File: config.mk
export PLATFORM = sky130hd
export DESIGN_NAME = json_string_unescape_utf8_top_flat
export DESIGN_NICKNAME = d
export VERILOG_FILES = /design/src/hw/rtl/jsu_pkg.sv /design/src/hw/rtl/jsu_if.sv /design/src/hw/rtl/json_string_unescape_utf8_top.sv /design/src/hw/rtl/jsu_decode.sv /design/src/hw/rtl/jsu_out_buf.sv /design/src/flat_wrapper.sv
export SDC_FILE = /design/constraint.sdc
export NUM_CORES = 1
export LEC_CHECK = 0
export BUFFER_PORTS_ARGS = -buffer_cell sky130_fd_sc_hd__buf_2
export CORE_UTILIZATION = 54
export CTS_BUF_LIST = sky130_fd_sc_hd__clkbuf_16
export DETAILED_ROUTE_END_ITERATION = 10
export GPL_TIMING_DRIVEN = 0
export PLACE_DENSITY = 0.79
export SETUP_SLACK_MARGIN = 0.05
export SLEW_MARGIN = 20
export SYNTH_ARGS = -nofsm -noshare
export SYNTH_HDL_FRONTEND = slang
export SYNTH_SLANG_ARGS = --single-unit
File: constraint.sdc
create_clock -name clk -period 2.2 [get_ports clk]
set_input_delay 0.22 -clock clk [delete_from_list [all_inputs] [get_ports clk]]
set_output_delay 0.22 -clock clk [all_outputs]
set_load 0.1 [all_outputs]
File: src/hw/rtl/jsu_pkg.sv
// Shared types and codes for the JSON string unescaper.
package jsu_pkg;

  localparam int BYTE_W = 8;

  typedef logic [BYTE_W-1:0] byte_t;
  typedef logic [1:0]        status_t;

  localparam status_t ST_DATA = 2'd0;
  localparam status_t ST_END  = 2'd1;
  localparam status_t ST_ERR  = 2'd2;

  // Up to three result bytes produced by one input byte.
  typedef struct packed {
    logic [1:0] cnt;
    status_t    status;
    byte_t      b0;
    byte_t      b1;
    byte_t      b2;
  } burst_t;

endpackage

File: src/hw/rtl/jsu_if.sv
// Valid/ready channel interfaces for the input bytes and the decoded results.
interface jsu_in_if;
  logic       valid;
  logic       ready;
  logic [7:0] in_byte;

  modport source (output valid, output in_byte, input ready);
  modport sink   (input valid, input in_byte, output ready);
endinterface

interface jsu_out_if;
  logic       valid;
  logic       ready;
  logic [7:0] out_byte;
  logic [1:0] status;
  logic       last;

  modport source (output valid, output out_byte, output status, output last, input ready);
  modport sink   (input valid, input out_byte, input status, input last, output ready);
endinterface

File: src/hw/rtl/json_string_unescape_utf8_top.sv
// Each byte passes the input register and the decoder into the result register.
// Throughput: one byte per cycle when the output is ready; a \u escape of 2 or 3
//   UTF-8 bytes holds the input while the result register shifts them out.
// Bytes with no result (backslash, u, first hex digits) load an empty burst.
// Reset (synchronous, rst_n low) empties both registers and returns to text mode.
module json_string_unescape_utf8_top import jsu_pkg::*; (
  input  logic clk,
  input  logic rst_n,
  jsu_in_if.sink    in_ch,
  jsu_out_if.source out_ch
);

  logic   in_vld_r;
  byte_t  in_byte_r;
  logic   can_load;
  logic   take;
  burst_t burst;

  assign take        = in_vld_r && can_load;
  assign in_ch.ready = !in_vld_r || take;

  always_ff @(posedge clk) begin
    if (!rst_n) begin
      in_vld_r <= 1'b0;
    end else if (in_ch.valid && in_ch.ready) begin
      in_vld_r <= 1'b1;
    end else if (take) begin
      in_vld_r <= 1'b0;
    end
  end

  always_ff @(posedge clk) begin
    if (in_ch.valid && in_ch.ready) begin
      in_byte_r <= in_ch.in_byte;
    end
  end

  jsu_decode u_decode (
    .clk     (clk),
    .rst_n   (rst_n),
    .fire    (take),
    .in_byte (in_byte_r),
    .burst   (burst)
  );

  jsu_out_buf u_out_buf (
    .clk      (clk),
    .rst_n    (rst_n),
    .load     (take),
    .burst    (burst),
    .can_load (can_load),
    .out_ch   (out_ch)
  );

endmodule

File: src/hw/rtl/jsu_decode.sv
// Escape state machine and UTF-8 encoder: one input byte to a burst of results.
module jsu_decode import jsu_pkg::*; (
  input  logic   clk,
  input  logic   rst_n,
  input  logic   fire,
  input  byte_t  in_byte,
  output burst_t burst
);

  localparam logic [2:0] MODE_TEXT = 3'd0;
  localparam logic [2:0] MODE_ESC  = 3'd1;
  localparam logic [2:0] MODE_HEX1 = 3'd2;
  localparam logic [2:0] MODE_HEX2 = 3'd3;
  localparam logic [2:0] MODE_HEX3 = 3'd4;
  localparam logic [2:0] MODE_HEX4 = 3'd5;

  logic [2:0]  mode_r, mode_nxt;
  logic [11:0] hex_r, hex_nxt;
  logic        hex_ok;
  logic [3:0]  hex_dig;
  logic [15:0] cp;

  always_comb begin
    hex_ok  = 1'b1;
    hex_dig = 4'd0;
    if (in_byte >= 8'h30 && in_byte <= 8'h39) begin
      hex_dig = in_byte[3:0];
    end else if ((in_byte >= 8'h61 && in_byte <= 8'h66) ||
                 (in_byte >= 8'h41 && in_byte <= 8'h46)) begin
      hex_dig = in_byte[3:0] + 4'd9;
    end else begin
      hex_ok = 1'b0;
    end
  end

  assign cp = {hex_r, hex_dig};

  always_comb begin
    mode_nxt     = mode_r;
    hex_nxt      = hex_r;
    burst        = '0;
    burst.status = ST_DATA;
    unique case (mode_r)
      MODE_ESC: begin
        mode_nxt = MODE_TEXT;
        burst.cnt = 2'd1;
        if (in_byte == 8'h00) begin
          hex_nxt      = '0;
          burst.status = ST_ERR;
        end else begin
          unique case (in_byte)
            8'h74:   burst.b0 = 8'h09;
            8'h6E:   burst.b0 = 8'h0A;
            8'h62:   burst.b0 = 8'h08;
            8'h66:   burst.b0 = 8'h0C;
            8'h72:   burst.b0 = 8'h0D;
            8'h75: begin
              mode_nxt  = MODE_HEX1;
              hex_nxt   = '0;
              burst.cnt = 2'd0;
            end
            default: burst.b0 = in_byte;
          endcase
        end
      end
      MODE_HEX1, MODE_HEX2, MODE_HEX3, MODE_HEX4: begin
        if (!hex_ok) begin
          mode_nxt     = MODE_TEXT;
          hex_nxt      = '0;
          burst.cnt    = 2'd1;
          burst.status = ST_ERR;
        end else if (mode_r == MODE_HEX4) begin
          mode_nxt = MODE_TEXT;
          hex_nxt  = '0;
          if (cp < 16'h0080) begin
            burst.cnt = 2'd1;
            burst.b0  = cp[7:0];
          end else if (cp <= 16'h07FF) begin
            burst.cnt = 2'd2;
            burst.b0  = {3'b110, cp[10:6]};
            burst.b1  = {2'b10, cp[5:0]};
          end else begin
            burst.cnt = 2'd3;
            burst.b0  = {4'hE, cp[15:12]};
            burst.b1  = {2'b10, cp[11:6]};
            burst.b2  = {2'b10, cp[5:0]};
          end
        end else begin
          mode_nxt = mode_r + 3'd1;
          hex_nxt  = {hex_r[7:0], hex_dig};
        end
      end
      default: begin
        // Normal text; stray mode codes land here too.
        mode_nxt = MODE_TEXT;
        hex_nxt  = '0;
        if (in_byte == 8'h00) begin
          burst.cnt    = 2'd1;
          burst.status = ST_ERR;
        end else if (in_byte == 8'h22) begin
          burst.cnt    = 2'd1;
          burst.status = ST_END;
        end else if (in_byte == 8'h5C) begin
          mode_nxt = MODE_ESC;
        end else begin
          burst.cnt = 2'd1;
          burst.b0  = in_byte;
        end
      end
    endcase
  end

  always_ff @(posedge clk) begin
    if (!rst_n) begin
      mode_r <= MODE_TEXT;
      hex_r  <= '0;
    end else if (fire) begin
      mode_r <= mode_nxt;
      hex_r  <= hex_nxt;
    end
  end

endmodule

File: src/hw/rtl/jsu_out_buf.sv
// Result register: holds one burst and shifts its bytes out one per transaction.
module jsu_out_buf import jsu_pkg::*; (
  input  logic   clk,
  input  logic   rst_n,
  input  logic   load,
  input  burst_t burst,
  output logic   can_load,
  jsu_out_if.source out_ch
);

  logic [1:0] cnt_r;
  status_t    status_r;
  byte_t      b0_r, b1_r, b2_r;
  logic       pop;

  assign pop      = (cnt_r != 2'd0) && out_ch.ready;
  // Take a new burst once the last byte of the current one leaves.
  assign can_load = (cnt_r == 2'd0) || ((cnt_r == 2'd1) && out_ch.ready);

  assign out_ch.valid    = (cnt_r != 2'd0);
  assign out_ch.out_byte = b0_r;
  assign out_ch.status   = status_r;
  assign out_ch.last     = (cnt_r == 2'd1);

  always_ff @(posedge clk) begin
    if (!rst_n) begin
      cnt_r <= 2'd0;
    end else if (load) begin
      cnt_r <= burst.cnt;
    end else if (pop) begin
      cnt_r <= cnt_r - 2'd1;
    end
  end

  always_ff @(posedge clk) begin
    if (load) begin
      status_r <= burst.status;
      b0_r     <= burst.b0;
      b1_r     <= burst.b1;
      b2_r     <= burst.b2;
    end else if (pop) begin
      b0_r <= b1_r;
      b1_r <= b2_r;
    end
  end

endmodule

File: src/flat_wrapper.sv
// flat-port wrapper written by rule: the top's interface ports become plain ports
module json_string_unescape_utf8_top_flat import jsu_pkg::*;
  (clk, rst_n, in_ch_valid, in_ch_in_byte, in_ch_ready, out_ch_valid, out_ch_out_byte, out_ch_status, out_ch_last, out_ch_ready);
  jsu_in_if in_ch_i ();
  jsu_out_if out_ch_i ();
  input  logic clk;
  input  logic rst_n;
  input wire logic [$bits(in_ch_i.valid)-1:0] in_ch_valid;
  input wire logic [$bits(in_ch_i.in_byte)-1:0] in_ch_in_byte;
  output wire logic [$bits(in_ch_i.ready)-1:0] in_ch_ready;
  output wire logic [$bits(out_ch_i.valid)-1:0] out_ch_valid;
  output wire logic [$bits(out_ch_i.out_byte)-1:0] out_ch_out_byte;
  output wire logic [$bits(out_ch_i.status)-1:0] out_ch_status;
  output wire logic [$bits(out_ch_i.last)-1:0] out_ch_last;
  input wire logic [$bits(out_ch_i.ready)-1:0] out_ch_ready;
  assign in_ch_i.valid = in_ch_valid;
  assign in_ch_i.in_byte = in_ch_in_byte;
  assign in_ch_ready = in_ch_i.ready;
  assign out_ch_valid = out_ch_i.valid;
  assign out_ch_out_byte = out_ch_i.out_byte;
  assign out_ch_status = out_ch_i.status;
  assign out_ch_last = out_ch_i.last;
  assign out_ch_i.ready = out_ch_ready;
  json_string_unescape_utf8_top u_core (.clk(clk), .rst_n(rst_n), .in_ch(in_ch_i), .out_ch(out_ch_i));
endmodule
**Word level (Yosys, flattened, before mapping)**

Cells that the tools add are included.

- Register bits after elaboration: 52
- Input port bits: 12
- Output and inout port bits: 13
- Logic and storage cells: 109

- Add/subtract/negate cells: 3
- Order comparisons: 8
- Equality and inequality tests: 15
- Multiplexer cells: 50
- Bitwise logic cells: 3
- Reduce and logical (&&, ||, !) cells: 20

Operator list:

| cell | number |
|---|---|
| 8-bit 2-to-1 mux | 10 |
| 8-bit by 7-bit equality test with 1-bit output (second input constant) | 7 |
| 12-bit 2-to-1 mux | 4 |
| 24-bit 2-to-1 mux | 2 |
| 12-bit one-hot mux with 2 select lines | 2 |
| 8-bit one-hot mux with 6 select lines | 1 |
| 16-bit 2-to-1 mux | 2 |
| 2-bit 2-to-1 mux | 9 |
| 8-bit by 7-bit >= comparator with 1-bit output (second input constant) | 2 |
| 16-bit by 11-bit <= comparator with 1-bit output (second input constant) | 1 |
| 8-bit by 7-bit <= comparator with 1-bit output (second input constant) | 2 |
| 16-bit by 8-bit < comparator with 1-bit output (second input constant) | 1 |
| 14-bit 2-to-1 mux | 1 |
| 3-bit 2-to-1 mux | 4 |
| 4-bit 2-to-1 mux | 3 |
| 1-bit 2-to-1 mux | 11 |
| 8-bit by 6-bit equality test with 1-bit output (second input constant) | 1 |
| 8-bit by 6-bit >= comparator with 1-bit output (second input constant) | 1 |
| 8-bit by 6-bit <= comparator with 1-bit output (second input constant) | 1 |
| 8-bit logical NOT | 1 |
| 4-bit OR reduction | 2 |
| 1-bit logical AND | 7 |
| 3-bit by 2-bit equality test with 1-bit output (second input constant) | 2 |
| 3-bit equality test (second input constant) | 2 |
| 14 further kinds | 20 |

**Logic depth before layout (Yosys ltp)**

- Word-level depth: 12
- Mapped depth: 11
- Gate-level depth less buffers: 9

**Modules after synthesis**

A second synthesis with hierarchy kept.

- Cell total of the unflattened synthesis: 276
- Area total of the unflattened synthesis: 3039.2 µm²

By module, submodules not included:

| module | times used | cells each | area an instance (µm²) | sequential area each (µm²) |
|---|---|---|---|---|
| jsu_decode | 1 | 199 | 1565.3 | 300.3 |
| jsu_out_buf | 1 | 63 | 1168.6 | 820.8 |
| json_string_unescape_utf8_top | 1 | 14 | 305.3 | 260.2 |

**Worst setup path after synthesis**

No wires, ideal clock.

- Path kind: register to register
- Start point: reg u_core.u_out_buf.cnt_r[0]
- End point: reg u_core.in_byte_r[0] (enable)
- Setup time: 0.332 ns
- Arrival time: 2.462 ns
- Data required time: 1.868 ns
- Path slack: -0.594 ns
- Cell stages (with the launch flop): 5
- Path buffers: 0
- Clock period less this slack: 2.794 ns
- Cells stage by stage: dfxtp_1 -> ha_1 -> a21oi_1 -> nand2_1 -> and2_1

- Longest elaborated chain between the ends: 6
- Elaborated cells between the ends (all ways): 7
- Classes of those cells: eq/ne (1); reduce/logical (6)

Ends and longest elaborated chain:

| element | RTL line | RTL |
|---|---|---|
| from (decl) | jsu_out_buf.sv:11 | `logic [1:0] cnt_r;` |
| from (signal assigned) | jsu_out_buf.sv:29 | `cnt_r <= burst.cnt;` |
| from (signal assigned) | jsu_out_buf.sv:31 | `cnt_r <= cnt_r - 2'd1;` |
| 2-bit by 1-bit equality test with 1-bit output | - |  |
| named net out_ch_last | flat_wrapper.sv:14 | `output wire logic [$bits(out_ch_i.last)-1:0] out_ch_last;` |
| 1-bit logical AND | jsu_out_buf.sv:18 | `assign can_load = (cnt_r == 2'd0) \|\| ((cnt_r == 2'd1) && out_ch.ready);` |
| 1-bit logical OR | jsu_out_buf.sv:18 |  |
| 1-bit logical AND | json_string_unescape_utf8_top.sv:19 | `assign take = in_vld_r && can_load;` |
| 1-bit logical OR | json_string_unescape_utf8_top.sv:20 | `assign in_ch.ready = !in_vld_r \|\| take;` |
| named net in_ch_ready | flat_wrapper.sv:10 | `output wire logic [$bits(in_ch_i.ready)-1:0] in_ch_ready;` |
| 1-bit logical AND | json_string_unescape_utf8_top.sv:33 | `if (in_ch.valid && in_ch.ready) begin` |
| to (signal assigned) | json_string_unescape_utf8_top.sv:34 | `in_byte_r <= in_ch.in_byte;` |
| to (decl) | json_string_unescape_utf8_top.sv:14 | `byte_t in_byte_r;` |

The timed path passes the listed nets, and every way through them passes these cells.
A chain may end at the register's enable or synchronous reset.

**Worst setup path after layout**

- Start point: reg u_core.u_decode.hex_r[9]
- End point: reg u_core.u_out_buf.cnt_r[0]

- Longest elaborated chain between the ends: 7
- Elaborated cells between the ends (all ways): 8
- Classes of those cells: order compare (2); mux (6)

Ends and longest elaborated chain:

| element | RTL line | RTL |
|---|---|---|
| from (decl) | jsu_decode.sv:18 | `logic [11:0] hex_r, hex_nxt;` |
| from (signal assigned) | jsu_decode.sv:119 | `hex_r <= hex_nxt;` |
| 16-bit by 11-bit <= comparator with 1-bit output | jsu_decode.sv:78 | `end else if (cp <= 16'h07FF) begin` |
| 1-bit 2-to-1 mux | jsu_decode.sv:78 |  |
| 2-bit 2-to-1 mux * | jsu_decode.sv:75 | `if (cp < 16'h0080) begin` |
| 2-bit 2-to-1 mux * | jsu_decode.sv:72 | `end else if (mode_r == MODE_HEX4) begin` |
| 2-bit 2-to-1 mux * | jsu_decode.sv:67 | `if (!hex_ok) begin` |
| 12-bit one-hot mux with 2 select lines * | jsu_decode.sv:43 | `unique case (mode_r)` |
| 2-bit 2-to-1 mux * | jsu_out_buf.sv:28 | `end else if (load) begin` |

Mark *: on every way between the ends. The rest lies on a longest branch, timed or not.

==> qor.yml <==
power_and_ir_drop:
  power_density_nw_per_um2: 775
  sw_frac_of_total: 0.387
  power_frac_comb: 0.333
  p_leak_nw: 1.49
  internal_power_w: 0.00183
  power_switching_w: 0.00116
  ir_drop_mv: 0.866
  power_frac_seq: 0.394
  clkPwrFrac: 0.273
cts:
  clock_path_buffers: 2
  clock_latency_ps: 300
  clock_sinks: 50
  cts_tree: "done"
  clkTransAtPathRegs_ps: 80
  htree_levels: 2
  numCtsBuffers: 5
  cts_root_buffer: "clkbuf_16"
placed_design:
  io_buffers: 24
  dp_hpwl_mm: 4.84
  pre_cts_ws_ps: -357
  gp_congestion: 0.984
  placed_cell_area_sq_um: 3050
synth:
  synth_cells: 290
  synth_edf_count: 32
  synth_common_cells: "edfxtp_1, nand2_1, nor2_1"
  ys_types: 65
  synth_ff_type: "edfxtp_1"
  yosys-top-cells-area: "edfxtp_1, dfxtp_1, nand2_1, nor2_1, a21oi_1"
  yosysMostFrequentCell: "edfxtp_1"
  yosys.area.top_type: "edfxtp_1"
  postSynthNetCount: 308
  synthArstFlopShare: 0
  synth_top_area_share: 0.340
  syn_area_sq_um: 2830
  yosysWarnings: 0
  postSynthAreaPerCell_sq_um: 9.76
  ys_ff_latch: 50
  synth_seq_area_share: 0.467
min_path:
  worstHoldPathType: "in -> reg"
  min_from: "in_ch_in_byte[4]"
  whs_endpoint: "u_core.in_byte_r[4]"
  hold_depth: 1
layout:
  drive_above_1_share: 0.415
  final_core_util: 0.790
  area_growth_pct: 36.2
  final_nets: 371
  antenna_cells: 0
  final_cell_area_sq_um: 3850
drt:
  via_per_inst: 6.75
  ant_nets: 0
  routed_wl_mm: 9.09
  num_vias: 2843
  drtIter0Drc: 520
  firstDrtPassIters: 5
  drc: 0
  wl_per_cell_um: 21.6
setup_path:
  worstPathArrival_ps: 2450
  reg2reg_from: "u_core.u_decode.hex_r[9]"
  worstSetupPathType: "reg -> reg"
  timing.rr.end: "u_core.u_out_buf.cnt_r[0]"
  required_ps: 2360
  rrSetupSlack_ps: -90
  r2r_cells: 6
  crit_path_start_kind: "flip-flop"
  worst_setup_path_end_kind: "flip-flop"
  cp_max_fo: 4
timing:
  setup_viol: 15
  hold_viol: 0
  period_needed_ps: 2290
  fin_skew_ps: 9.08
  rsz0062_at_grt: "true"
  setup_tns_ps: -839
  worstMarginPinSlew_ps: 677
  fin_crit_sh: 1.04
  clock.fmax_mhz: 437
  fin_ws_ps: -87.2
  finalMaxSlewViolations: 0
  slew_headroom: 0.544
global_route:
  grt_pass1_vias: 2343
  track_usage: 0.292
  antenna_found_initial: 0
  grt_max_degree: 20
  overflow: 0
  grt_pass1_wl_mm: 12.0
floorplan:
  start_util: 0.580
  rows: 25
  core_sq_um: 4880
  die_area_sq_um: 5530
  die_h_um: 74.4
  dieWidth_um: 74.4
  ioPinCount: 25
run_status:
  violations: "setup timing"
  status: "finished, violations left"
flow_run:
  max_cap_violations: 0
## per-layer routing
layer,vias up,global-route usage,part of all wire
li1,1225,-,-
met1,1340,0.404,0.40
met2,222,0.445,0.44
met3,56,0.0556,0.11
met4,0,0.128,0.055
met5,-,0,0
## layout make-up
cell class | count | area (sq um)
Multi-Input combinational cell | 216 | 1770
Sequential cell | 50 | 1330
Fill cell | 285 | 1030
Timing Repair Buffer | 56 | 383
Clock buffer | 5 | 125
Buffer | 14 | 85.1
Tap cell | 67 | 83.8
Inverter | 10 | 52.6
Clock inverter | 3 | 28.8
## flip-flops by register name, summed over array words and instances, names as in the netlist
register and count:
u_core.u_decode.hex_r 12, u_core.in_vld_r 1, u_core.u_out_buf.b1_r 7, u_core.u_out_buf.out_ch.out_byte 8, u_core.in_byte_r 8, u_core.u_out_buf.out_ch.status 2, u_core.u_out_buf.cnt_r 2, u_core.u_decode.mode_r 3
u_core.u_out_buf.b2_r 7
## worst max-delay path, stage by stage (launching register included)
cell and delay [ps]:
dfxtp_1 370, nor4_1 610, nand2b_1 200, o21ai_0 340, o221ai_1 290, nor3_4 280
a311oi_2 60
## through the flow
stage | power [W] | std cells | hold WS (ps)
after floorplan | 0.00185 | 290 | 319
after global placement | 0.00198 | 381 | 396
after detailed placement | 0.00199 | 381 | 398
after CTS | 0.00285 | 406 | 96.5
after global routing | 0.00307 | 421 | 88.7
final | 0.00299 | 421 | 92.6
## cells by family after synthesis
| kind of cell | synth area share |
|---|---|
| and+or+nand+nor | 0.208 |
| AOI/OAI and AO/OA | 0.220 |
| DFF | 0.467 |
| buffers and inverters | 0.0402 |
| muxes | 0.0257 |
| adders and majority gates | 0.0265 |
| xor gates and xnor gates | 0.0124 |
## power by group through the flow
stage | Sequential (W) | Combinational (W) | Clock, W
floorplan | 0.00144 | 0.000405 | 0
global placement | 0.00119 | 0.000786 | 0
detailed placement | 0.00119 | 0.000796 | 0
CTS | 0.00117 | 0.000869 | 0.000806
global route | 0.00119 | 0.00103 | 0.000845
finish | 0.00118 | 0.000995 | 0.000816
## cell usage in the layout (no fill, tap or decap), types with 7 or more instances in the layout
cell	instances
buf_4	26
o21ai_2	7
nand2_1	26
nand3_1	7
edfxtp_1	32
buf_6	9
a21oi_1	13
buf_2	28
nor2_1	23
dfxtp_1	16
o21ai_0	7
a22o_1	8
## what timing repair did
item                                   in CTS  in global routing
hold buffers                                0                  0
gates resized for setup                    39                 69
setup buffers                              16                 16
endpoints found under the hold margin       0                  0
cloned                                      1                  1
setup endpoints to repair                  40                 37
pin swaps                                  16                 24
## worst max-delay path by stage
stage / startpoint / endpoint / slack (ps) / depth (start not counted)
floorplan: u_core.u_out_buf.cnt_r[1] / u_core.u_out_buf.out_ch.out_byte[0] / 60 / 10
global placement: u_core.in_byte_r[0] / u_core.u_out_buf.out_ch.out_byte[6] / -330 / 9
detailed placement: u_core.u_out_buf.cnt_r[0] / u_core.u_out_buf.out_ch.out_byte[0] / -360 / 10
CTS: u_core.in_byte_r[4] / u_core.u_out_buf.out_ch.out_byte[2] / -30 / 8
global route: u_core.u_decode.hex_r[9] / u_core.u_out_buf.cnt_r[0] / -150 / 6
finish: u_core.u_decode.hex_r[9] / u_core.u_out_buf.cnt_r[0] / -90 / 6
Note: power is estimated with default switching activity, not from simulation.
